**src/assert_macros.svh**
```systemverilog
// Assertion macros for the files that check their own logic.
`ifndef ASSERT_MACROS_SVH
`define ASSERT_MACROS_SVH

// The consequent must hold in the same cycle as the antecedent.
`define ASSERT_SAME(label, ante, cons, msg) \
    label: assert property (@(posedge clk) disable iff (!rst_n) (ante) |-> (cons)) \
        else $error(msg);

// The consequent must hold in the cycle after the antecedent.
`define ASSERT_NEXT(label, ante, cons, msg) \
    label: assert property (@(posedge clk) disable iff (!rst_n) (ante) |=> (cons)) \
        else $error(msg);

`endif

```
**src/maf_pkg.sv**
```systemverilog
`timescale 1ns / 1ps

package maf_pkg;

    localparam int FRAC_BITS  = 16;
    localparam int COUNT_BITS = 24;

    localparam int EXTRA_BITS = 4;
    localparam int QBITS      = FRAC_BITS + EXTRA_BITS;
    localparam int IDX_BITS   = $clog2(QBITS);
    localparam int KT_BITS    = 31;
    localparam int OUT_CNT_BITS = 24;

    localparam logic [30:0] Q30_ONE = 31'h4000_0000;

    localparam logic REQ_START = 1'b0;
    localparam logic REQ_TRIAL = 1'b1;

    localparam logic [1:0] CFG_KT_ENERGY  = 2'd0;
    localparam logic [1:0] CFG_STEP_LIMIT = 2'd1;

    typedef logic [30:0] exp_tab_t [QBITS];

    typedef struct packed {
        logic capture;
        logic eval;
        logic set_acc;
        logic clr_acc;
        logic div_init;
        logic div_step;
        logic mul_step;
        logic rnd_step;
        logic decide;
        logic commit;
    } maf_cmd_t;

    typedef struct packed {
        logic is_start;
        logic less;
        logic saturated;
        logic idx_last;
        logic out_free;
    } maf_status_t;

    // Restoring division used only while the table is built.
    function automatic longint unsigned div_small(longint unsigned num, longint unsigned den);
        longint unsigned q;
        longint unsigned r;
        q = 0;
        r = 0;
        for (int b = 63; b >= 0; b--)
        begin
            r = (r << 1) | ((num >> b) & 64'd1);
            if (r >= den)
            begin
                r = r - den;
                q = q | (64'd1 << b);
            end
        end
        return q;
    endfunction

    // exp(-2^e) in Q30 for the weight of each quotient bit.
    function automatic exp_tab_t build_exp_table();
        exp_tab_t tab;
        longint unsigned y;
        longint unsigned sum;
        longint unsigned term;
        int e;
        int eb;
        bit stop;
        for (int i = 0; i < QBITS; i++) begin
            e = i - FRAC_BITS;
            eb = (e > 0) ? 0 : e;
            y = longint'(1) << (30 + eb);
            sum = longint'(Q30_ONE);
            term = longint'(Q30_ONE);
            stop = 1'b0;
            for (int n = 1; n <= 24; n++) begin
                if (!stop) begin
                    term = div_small((term * y) >> 30, longint'(n));
                    if (term == 0) begin
                        stop = 1'b1;
                    end else if ((n & 1) == 1) begin
                        sum = sum - term;
                    end else begin
                        sum = sum + term;
                    end
                end
            end
            for (int k = 0; k < e; k++) begin
                sum = (sum * sum + (longint'(1) << 29)) >> 30;
            end
            tab[i] = sum[30:0];
        end
        return tab;
    endfunction

    localparam exp_tab_t EXP_TABLE = build_exp_table();

endpackage

```
**src/maf_ctrl.sv**
```systemverilog
`timescale 1ns / 1ps

module maf_ctrl import maf_pkg::*;
(
    input  logic        clk,
    input  logic        rst_n,
    input  logic        in_valid,
    output logic        in_stall,
    input  maf_status_t status,
    output maf_cmd_t    cmd
);

    typedef enum logic [2:0] {
        ST_IDLE,
        ST_EVAL,
        ST_CHECK,
        ST_DIV,
        ST_MUL,
        ST_RND,
        ST_DECIDE,
        ST_COMMIT
    } state_t;

    state_t state_reg;
    state_t state_next;

    assign in_stall = (state_reg != ST_IDLE);

    always_comb
    begin
        cmd = '0;
        state_next = state_reg;
        unique case (state_reg)
            ST_IDLE:
            begin
                if (in_valid)
                begin
                    cmd.capture = 1'b1;
                    state_next = ST_EVAL;
                end
            end
            ST_EVAL:
            begin
                cmd.eval = 1'b1;
                state_next = ST_CHECK;
            end
            ST_CHECK:
            begin
                priority if (status.is_start || status.less)
                begin
                    cmd.set_acc = 1'b1;
                    state_next = ST_COMMIT;
                end
                else if (status.saturated)
                begin
                    cmd.clr_acc = 1'b1;
                    state_next = ST_COMMIT;
                end
                else
                begin
                    cmd.div_init = 1'b1;
                    state_next = ST_DIV;
                end
            end
            ST_DIV:
            begin
                cmd.div_step = 1'b1;
                if (status.idx_last)
                begin
                    state_next = ST_MUL;
                end
            end
            ST_MUL:
            begin
                cmd.mul_step = 1'b1;
                state_next = ST_RND;
            end
            ST_RND:
            begin
                cmd.rnd_step = 1'b1;
                state_next = status.idx_last ? ST_DECIDE : ST_MUL;
            end
            ST_DECIDE:
            begin
                cmd.decide = 1'b1;
                state_next = ST_COMMIT;
            end
            ST_COMMIT:
            begin
                if (status.out_free)
                begin
                    cmd.commit = 1'b1;
                    state_next = ST_IDLE;
                end
            end
            default:
            begin
                state_next = ST_IDLE;
            end
        endcase
    end

    always_ff @(posedge clk or negedge rst_n)
    begin
        if (!rst_n)
        begin
            state_reg <= ST_IDLE;
        end
        else
        begin
            state_reg <= state_next;
        end
    end

endmodule

```
**src/maf_datapath.sv**
```systemverilog
`timescale 1ns / 1ps

module maf_datapath import maf_pkg::*;
(
    input  logic                     clk,
    input  logic                     rst_n,
    input  maf_cmd_t                 cmd,
    output maf_status_t              status,
    input  logic                     cfg_valid,
    input  logic [1:0]               cfg_index,
    input  logic [31:0]              cfg_data,
    input  logic                     req_type,
    input  logic signed [31:0]       proposed_energy,
    input  logic [15:0]              random_uniform,
    output logic                     out_valid,
    input  logic                     out_stall,
    output logic                     accepted,
    output logic [OUT_CNT_BITS-1:0]  step_index,
    output logic signed [31:0]       reference_energy,
    output logic [OUT_CNT_BITS-1:0]  reject_count,
    output logic                     run_done
);

    localparam logic [COUNT_BITS-1:0] COUNT_MAX = {COUNT_BITS{1'b1}};

    logic [KT_BITS-1:0]      kt_reg;
    logic [23:0]             limit_reg;
    logic                    req_reg;
    logic signed [31:0]      prop_reg;
    logic [15:0]             rnd_reg;
    logic [32:0]             diff_reg;
    logic                    less_reg;
    logic [34:0]             kt12_reg;
    logic [KT_BITS-1:0]      rem_reg;
    logic [QBITS-1:0]        num_reg;
    logic [QBITS-1:0]        quot_reg;
    logic [IDX_BITS-1:0]     idx_reg;
    logic [30:0]             p_reg;
    logic [61:0]             prod_reg;
    logic                    acc_reg;
    logic signed [31:0]      ref_reg;
    logic [COUNT_BITS-1:0]   trial_reg;
    logic [COUNT_BITS-1:0]   rej_reg;
    logic                    out_valid_reg;
    logic                    out_acc_reg;
    logic [OUT_CNT_BITS-1:0] out_step_reg;
    logic signed [31:0]      out_ref_reg;
    logic [OUT_CNT_BITS-1:0] out_rej_reg;
    logic                    out_done_reg;

    logic [KT_BITS-1:0]      kt_eff;
    logic [32:0]             diff_next;
    logic [34:0]             kt_wide;
    logic [31:0]             r2;
    logic                    ge;
    logic [30:0]             factor;
    logic [16:0]             p16;
    logic [COUNT_BITS-1:0]   trial_next;
    logic [COUNT_BITS-1:0]   rej_next;
    logic                    idx_last;

    assign kt_eff    = (kt_reg == '0) ? KT_BITS'(1) : kt_reg;
    assign diff_next = {prop_reg[31], prop_reg} - {ref_reg[31], ref_reg};
    assign kt_wide   = {4'b0, kt_eff};
    assign r2        = {rem_reg, num_reg[QBITS-1]};
    assign ge        = (r2 >= {1'b0, kt_eff});
    assign factor    = quot_reg[idx_reg] ? EXP_TABLE[idx_reg] : Q30_ONE;
    assign p16       = 17'((p_reg + 31'(8192)) >> 14);
    assign idx_last  = (idx_reg == IDX_BITS'(QBITS - 1));
    assign trial_next = (trial_reg < COUNT_MAX) ? trial_reg + 1'b1 : trial_reg;
    assign rej_next  = (!acc_reg && rej_reg < COUNT_MAX) ? rej_reg + 1'b1 : rej_reg;

    assign status.is_start  = (req_reg == REQ_START);
    assign status.less      = less_reg;
    assign status.saturated = ({2'b0, diff_reg} >= kt12_reg);
    assign status.idx_last  = idx_last;
    assign status.out_free  = !out_valid_reg || !out_stall;

    always_ff @(posedge clk or negedge rst_n)
    begin
        if (!rst_n)
        begin
            kt_reg        <= KT_BITS'(39070);
            limit_reg     <= 24'd100;
            ref_reg       <= '0;
            trial_reg     <= '0;
            rej_reg       <= '0;
            out_valid_reg <= 1'b0;
        end
        else
        begin
            if (cfg_valid)
            begin
                if (cfg_index == CFG_KT_ENERGY)
                begin
                    kt_reg <= cfg_data[KT_BITS-1:0];
                end
                else if (cfg_index == CFG_STEP_LIMIT)
                begin
                    limit_reg <= cfg_data[23:0];
                end
            end
            if (cmd.commit)
            begin
                out_valid_reg <= 1'b1;
                if (req_reg == REQ_START)
                begin
                    ref_reg   <= prop_reg;
                    trial_reg <= '0;
                    rej_reg   <= '0;
                end
                else
                begin
                    trial_reg <= trial_next;
                    rej_reg   <= rej_next;
                    if (acc_reg)
                    begin
                        ref_reg <= prop_reg;
                    end
                end
            end
            else if (out_valid_reg && !out_stall)
            begin
                out_valid_reg <= 1'b0;
            end
        end
    end

    always_ff @(posedge clk)
    begin
        if (cmd.capture)
        begin
            req_reg  <= req_type;
            prop_reg <= proposed_energy;
            rnd_reg  <= random_uniform;
        end
        if (cmd.eval)
        begin
            diff_reg <= diff_next;
            less_reg <= diff_next[32];
            kt12_reg <= (kt_wide << 3) + (kt_wide << 2);
        end
        if (cmd.set_acc)
        begin
            acc_reg <= 1'b1;
        end
        else if (cmd.clr_acc)
        begin
            acc_reg <= 1'b0;
        end
        else if (cmd.decide)
        begin
            acc_reg <= (p16 > {1'b0, rnd_reg});
        end
        if (cmd.div_init)
        begin
            rem_reg  <= KT_BITS'(diff_reg >> EXTRA_BITS);
            num_reg  <= {diff_reg[EXTRA_BITS-1:0], {FRAC_BITS{1'b0}}};
            quot_reg <= '0;
            idx_reg  <= '0;
        end
        else if (cmd.div_step)
        begin
            rem_reg  <= ge ? KT_BITS'(r2 - {1'b0, kt_eff}) : r2[KT_BITS-1:0];
            num_reg  <= {num_reg[QBITS-2:0], 1'b0};
            quot_reg <= {quot_reg[QBITS-2:0], ge};
            if (idx_last)
            begin
                idx_reg <= '0;
                p_reg   <= Q30_ONE;
            end
            else
            begin
                idx_reg <= idx_reg + 1'b1;
            end
        end
        else if (cmd.rnd_step)
        begin
            p_reg   <= 31'((prod_reg + 62'(1 << 29)) >> 30);
            idx_reg <= idx_reg + 1'b1;
        end
        if (cmd.mul_step)
        begin
            prod_reg <= p_reg * factor;
        end
        if (cmd.commit)
        begin
            if (req_reg == REQ_START)
            begin
                out_acc_reg  <= 1'b1;
                out_step_reg <= '0;
                out_ref_reg  <= prop_reg;
                out_rej_reg  <= '0;
                out_done_reg <= 1'b0;
            end
            else
            begin
                out_acc_reg  <= acc_reg;
                out_step_reg <= OUT_CNT_BITS'(trial_next);
                out_ref_reg  <= acc_reg ? prop_reg : ref_reg;
                out_rej_reg  <= OUT_CNT_BITS'(rej_next);
                out_done_reg <= (32'(trial_next) == 32'(limit_reg));
            end
        end
    end

    assign out_valid        = out_valid_reg;
    assign accepted         = out_acc_reg;
    assign step_index       = out_step_reg;
    assign reference_energy = out_ref_reg;
    assign reject_count     = out_rej_reg;
    assign run_done         = out_done_reg;

endmodule

```
**src/metropolis_acceptance_filter_core.sv**
```systemverilog
// A start item, or a downhill or hopeless trial, passes evaluate and check, then commits;
// any other trial first takes 20 restoring division steps, then 20 multiply and round pairs
// through one 31 by 31 multiplier and a decide step. One item is handled at a time: the
// next is taken only after the last is committed, and commit waits while results stall.
// Reset: asynchronous, active low; counters and reference energy clear, kT and limit
// return to their defaults.
`timescale 1ns / 1ps

module metropolis_acceptance_filter_core import maf_pkg::*;
(
    input  logic                     clk,
    input  logic                     rst_n,
    input  logic                     cfg_valid,
    output logic                     cfg_ready,
    input  logic [1:0]               cfg_index,
    input  logic [31:0]              cfg_data,
    input  logic                     in_valid,
    output logic                     in_stall,
    input  logic                     req_type,
    input  logic signed [31:0]       proposed_energy,
    input  logic [15:0]              random_uniform,
    output logic                     out_valid,
    input  logic                     out_stall,
    output logic                     accepted,
    output logic [OUT_CNT_BITS-1:0]  step_index,
    output logic signed [31:0]       reference_energy,
    output logic [OUT_CNT_BITS-1:0]  reject_count,
    output logic                     run_done
);

`include "assert_macros.svh"

    maf_cmd_t    cmd;
    maf_status_t status;

    assign cfg_ready = 1'b1;

    maf_ctrl u_ctrl
    (
        .clk      (clk),
        .rst_n    (rst_n),
        .in_valid (in_valid),
        .in_stall (in_stall),
        .status   (status),
        .cmd      (cmd)
    );

    maf_datapath u_datapath
    (
        .clk              (clk),
        .rst_n            (rst_n),
        .cmd              (cmd),
        .status           (status),
        .cfg_valid        (cfg_valid),
        .cfg_index        (cfg_index),
        .cfg_data         (cfg_data),
        .req_type         (req_type),
        .proposed_energy  (proposed_energy),
        .random_uniform   (random_uniform),
        .out_valid        (out_valid),
        .out_stall        (out_stall),
        .accepted         (accepted),
        .step_index       (step_index),
        .reference_energy (reference_energy),
        .reject_count     (reject_count),
        .run_done         (run_done)
    );

    `ASSERT_NEXT(a_busy_after_transfer, in_valid && !in_stall, in_stall, "idle after transfer")
    `ASSERT_SAME(a_start_accepted, out_valid && step_index == '0, accepted && reject_count == '0 && !run_done, "start result malformed")
    `ASSERT_SAME(a_commit_free, cmd.commit, status.out_free, "result overwritten")
    `ASSERT_SAME(a_reject_bound, out_valid && !accepted, step_index != '0, "reject on start item")

endmodule

```
**config.mk**
```make
export PLATFORM = sky130hd
export DESIGN_NAME = metropolis_acceptance_filter_core
export DESIGN_NICKNAME = d
export VERILOG_FILES = /design/src/maf_pkg.sv /design/src/maf_ctrl.sv /design/src/maf_datapath.sv /design/src/metropolis_acceptance_filter_core.sv
export VERILOG_INCLUDE_DIRS = /design/src /design/src/src
export SDC_FILE = /design/constraint.sdc
export NUM_CORES = 2
export LEC_CHECK = 0
export BUFFER_PORTS_ARGS = -buffer_cell sky130_fd_sc_hd__buf_2
export CORE_MARGIN = 5
export CORE_UTILIZATION = 50
export DETAILED_ROUTE_END_ITERATION = 16
export PLACE_DENSITY = 0.8
export SLEW_MARGIN = 10
export SYNTH_ARGS = -nofsm -noshare
export SYNTH_HDL_FRONTEND = slang
export SYNTH_SLANG_ARGS = --single-unit
export TNS_END_PERCENT = 10
```
**constraint.sdc**
```tcl
create_clock -name clk -period 9.3 [get_ports clk]
set_input_delay 0.93 -clock clk [delete_from_list [all_inputs] [get_ports clk]]
set_output_delay 0.93 -clock clk [all_outputs]
set_load 0.005 [all_outputs]
```
==> results.md <==
- Status: finished, final reports clean
- Yosys top cell by area: fa_1
- Ys async rst share: 0.302
- CTS buffer count: 46
- TNS Setup: 0 ns
- Post-Route WL: 143000 µm
- Slew headroom: 0.161
- Pwr Density: 374 nW/µm²
- Die height: 344 µm
- Clock-pin slew on the worst setup and hold paths: 0.07 ns
- Core area: 111000 µm²
- DRT Pass-1 Iters: 5
- Syn. warnings: 0
- Main synth FF type: edfxtp_1
- Leakage: 29.4 nW
- Final hold vios: 0
- Final Cycle Share: 0.980
- Nets: 7355
- Total global-route track usage: 0.244
- Hold Slack: 0.377 ns
- Largest register FFs: 33
- Post-Syn Area: 55800 µm²
- Via count: 41713
- RSZ-0062 raised after global routing: yes
- GPL Wtd Cong: 0.972
- Drc violations: 0
- Largest net degree at the start of global routing: 85
- Finished Layout Cells: 7555
- Peak VDD IR: 757 µV
- Final WS setup: 0.186 ns
- Fmax: 0.110 GHz
- Initial antenna violation count: 8
- Layout cells sized above 1: 0.112
- Via-to-Cell Ratio: 5.52
- CP most frequent cell: fa_1
- Port buffer count: 170
- TritonCTS clock tree: built
- Clk_lat worst skew: 0.60 ns
- Post-Synthesis Cells: 5847
- Initial Util: 0.504
- Die width: 344 µm
- Register area share after synthesis: 0.230
- Endpoint class of the critical path: register
- Clock root cell: clkbuf_16
- Clock sink count: 460
- Skew final: 0.0359 ns
- Synth top area cells: fa_1, edfxtp_1, ha_1, inv_1, dfrtp_1
- Place WS: -0.236 ns
- Syn Area/Cell: 9.54 µm²
- ANT nets after route: 0
- First-pass GRT wire length: 232000 µm
- Routed len/inst: 18.9 µm
- Distinct cell type count after synthesis: 92
- Top-level I/O count: 173
- Std-Cell Rows: 122
- DP HPWL: 110000 µm
- Vias in the first global route: 44429
- CP arrival: 9.44 ns
- Crit path max-delay family: adder cells
- Total grt overflow: 0
- Critical-path cell with the highest stage delay: fa_1
- Post-synth EDFFs: 293
- Worst path required time: 9.62 ns
- CP max stage delay: 0.59 ns
- Initial DRC Count: 3443
- Die area: 118000 µm²
- Setup Viol. Count Final: 0
- Most common cell in the netlist: inv_1
- Count of buffer and inverter cells on the critical path: 8
- Top cell type's share of synthesized area: 0.301
- Slew Viols, Final: 0
- Final min period: 9.11 ns
- Worst setup path class: register to register
- Hold Path Class: input pin to async pin
- Measured slew at the worst slew-check pin: 1.26 ns
- Maximum net fanout on the critical path: 15
- Max-cap viol count: 0
- Commonest cells post-synth: inv_1, fa_1, nand2_1
- Seq cells post-synth: 460
- Placed Instances: 7443
- Mapped Nets: 7178
- Nature of the critical path startpoint: register
- CTS HTree Levels: 2
- Area grow syn2layout: 10.9%
- CTS Buffer Depth: 3
[final timing paths]
kind	startpoint	endpoint	slack, ns	depth (start not counted)
worst max-delay path	u_datapath.idx_reg[1]	u_datapath.prod_reg[47]	0.19	35
worst min-delay path	rst_n	u_datapath.ref_reg[7]	0.38	1
worst max register to register	u_datapath.idx_reg[1]	u_datapath.prod_reg[47]	0.19	35
worst min register to register	u_datapath.quot_reg[11]	u_datapath.quot_reg[12]	0.45	2
max in group asynchronous	rst_n	u_datapath.trial_reg[18]	7.53	2
min in group clk	u_datapath.quot_reg[11]	u_datapath.quot_reg[12]	0.45	2
[through the flow]
stage	instance area [µm²]	util	total power [mW]
detailed placement	59700	0.539	20.4
finish	61900	0.559	23.1
CTS	61300	0.554	22.7
floorplan	55800	-	14.9
global route	61800	0.559	25.3
global placement	59700	0.539	19.9
[repair_timing]
item / in CTS / in global routing
resized for setup: 5 / 51
pin swaps: 0 / 34
endpoints found under the hold margin: 0 / 0
hold buffers: 0 / 0
cloned: 0 / 2
buffers inserted: 0 / 17
endpoints found under the setup margin: 12 / 19
[cells in the final DEF (no fill, tap or decap), types with 102 or more instances in the layout]
| cell type | n |
|---|---|
| nor2b_1 | 114 |
| and2_1 | 413 |
| buf_2 | 169 |
| buf_4 | 238 |
| xor2_1 | 102 |
| nor2_1 | 268 |
| o21ai_0 | 153 |
| a21oi_1 | 198 |
| xnor2_1 | 121 |
| nand2_1 | 750 |
| inv_1 | 959 |
| dfrtp_1 | 128 |
| edfxtp_1 | 293 |
| fa_1 | 837 |
| ha_1 | 402 |
[report_power, final]
part	switching (mW)	leakage [nW]	internal, mW	total [mW]
combinational	9.75	24.0	7.31	17.1
sequential	0.760	4.64	3.29	4.05
clock	0.835	0.782	1.17	2.01
total	11.3	29.4	11.8	23.1
[area by class of cell]
class / count / area, µm²
fillers: 9304 / 48800
clock buffers: 57 / 1220
diodes: 6 / 15.0
well taps: 1488 / 1860
multi-input cells: 4109 / 38500
repair buffers: 444 / 3330
clock inverters: 28 / 402
inverters: 963 / 3620
flip-flops and latches: 460 / 12900
[per-layer routing]
metal	vias to the layer above	global-route usage	routed length, µm
li1	18824	-	-
met1	20841	0.321	57000
met2	1646	0.407	67000
met3	400	0.0436	11700
met4	2	0.0955	6910
met5	-	0	7
[kinds of logic (layout without fill, tap and decap cells)]
kind of cell               after synthesis  after routing  synth area share
buffers and inverters                 1279           1492            0.0868
DFF                                    460            460             0.230
and+or+nand+nor                       1885           1885             0.163
other                                    1              7         0.0000672
xor gates and xnor gates               224            224            0.0352
muxes                                   77             77            0.0148
AOI/OAI and AO/OA                      678            679            0.0776
adders and majority gates             1243           1243             0.392
(Power assumes the default switching activity.)
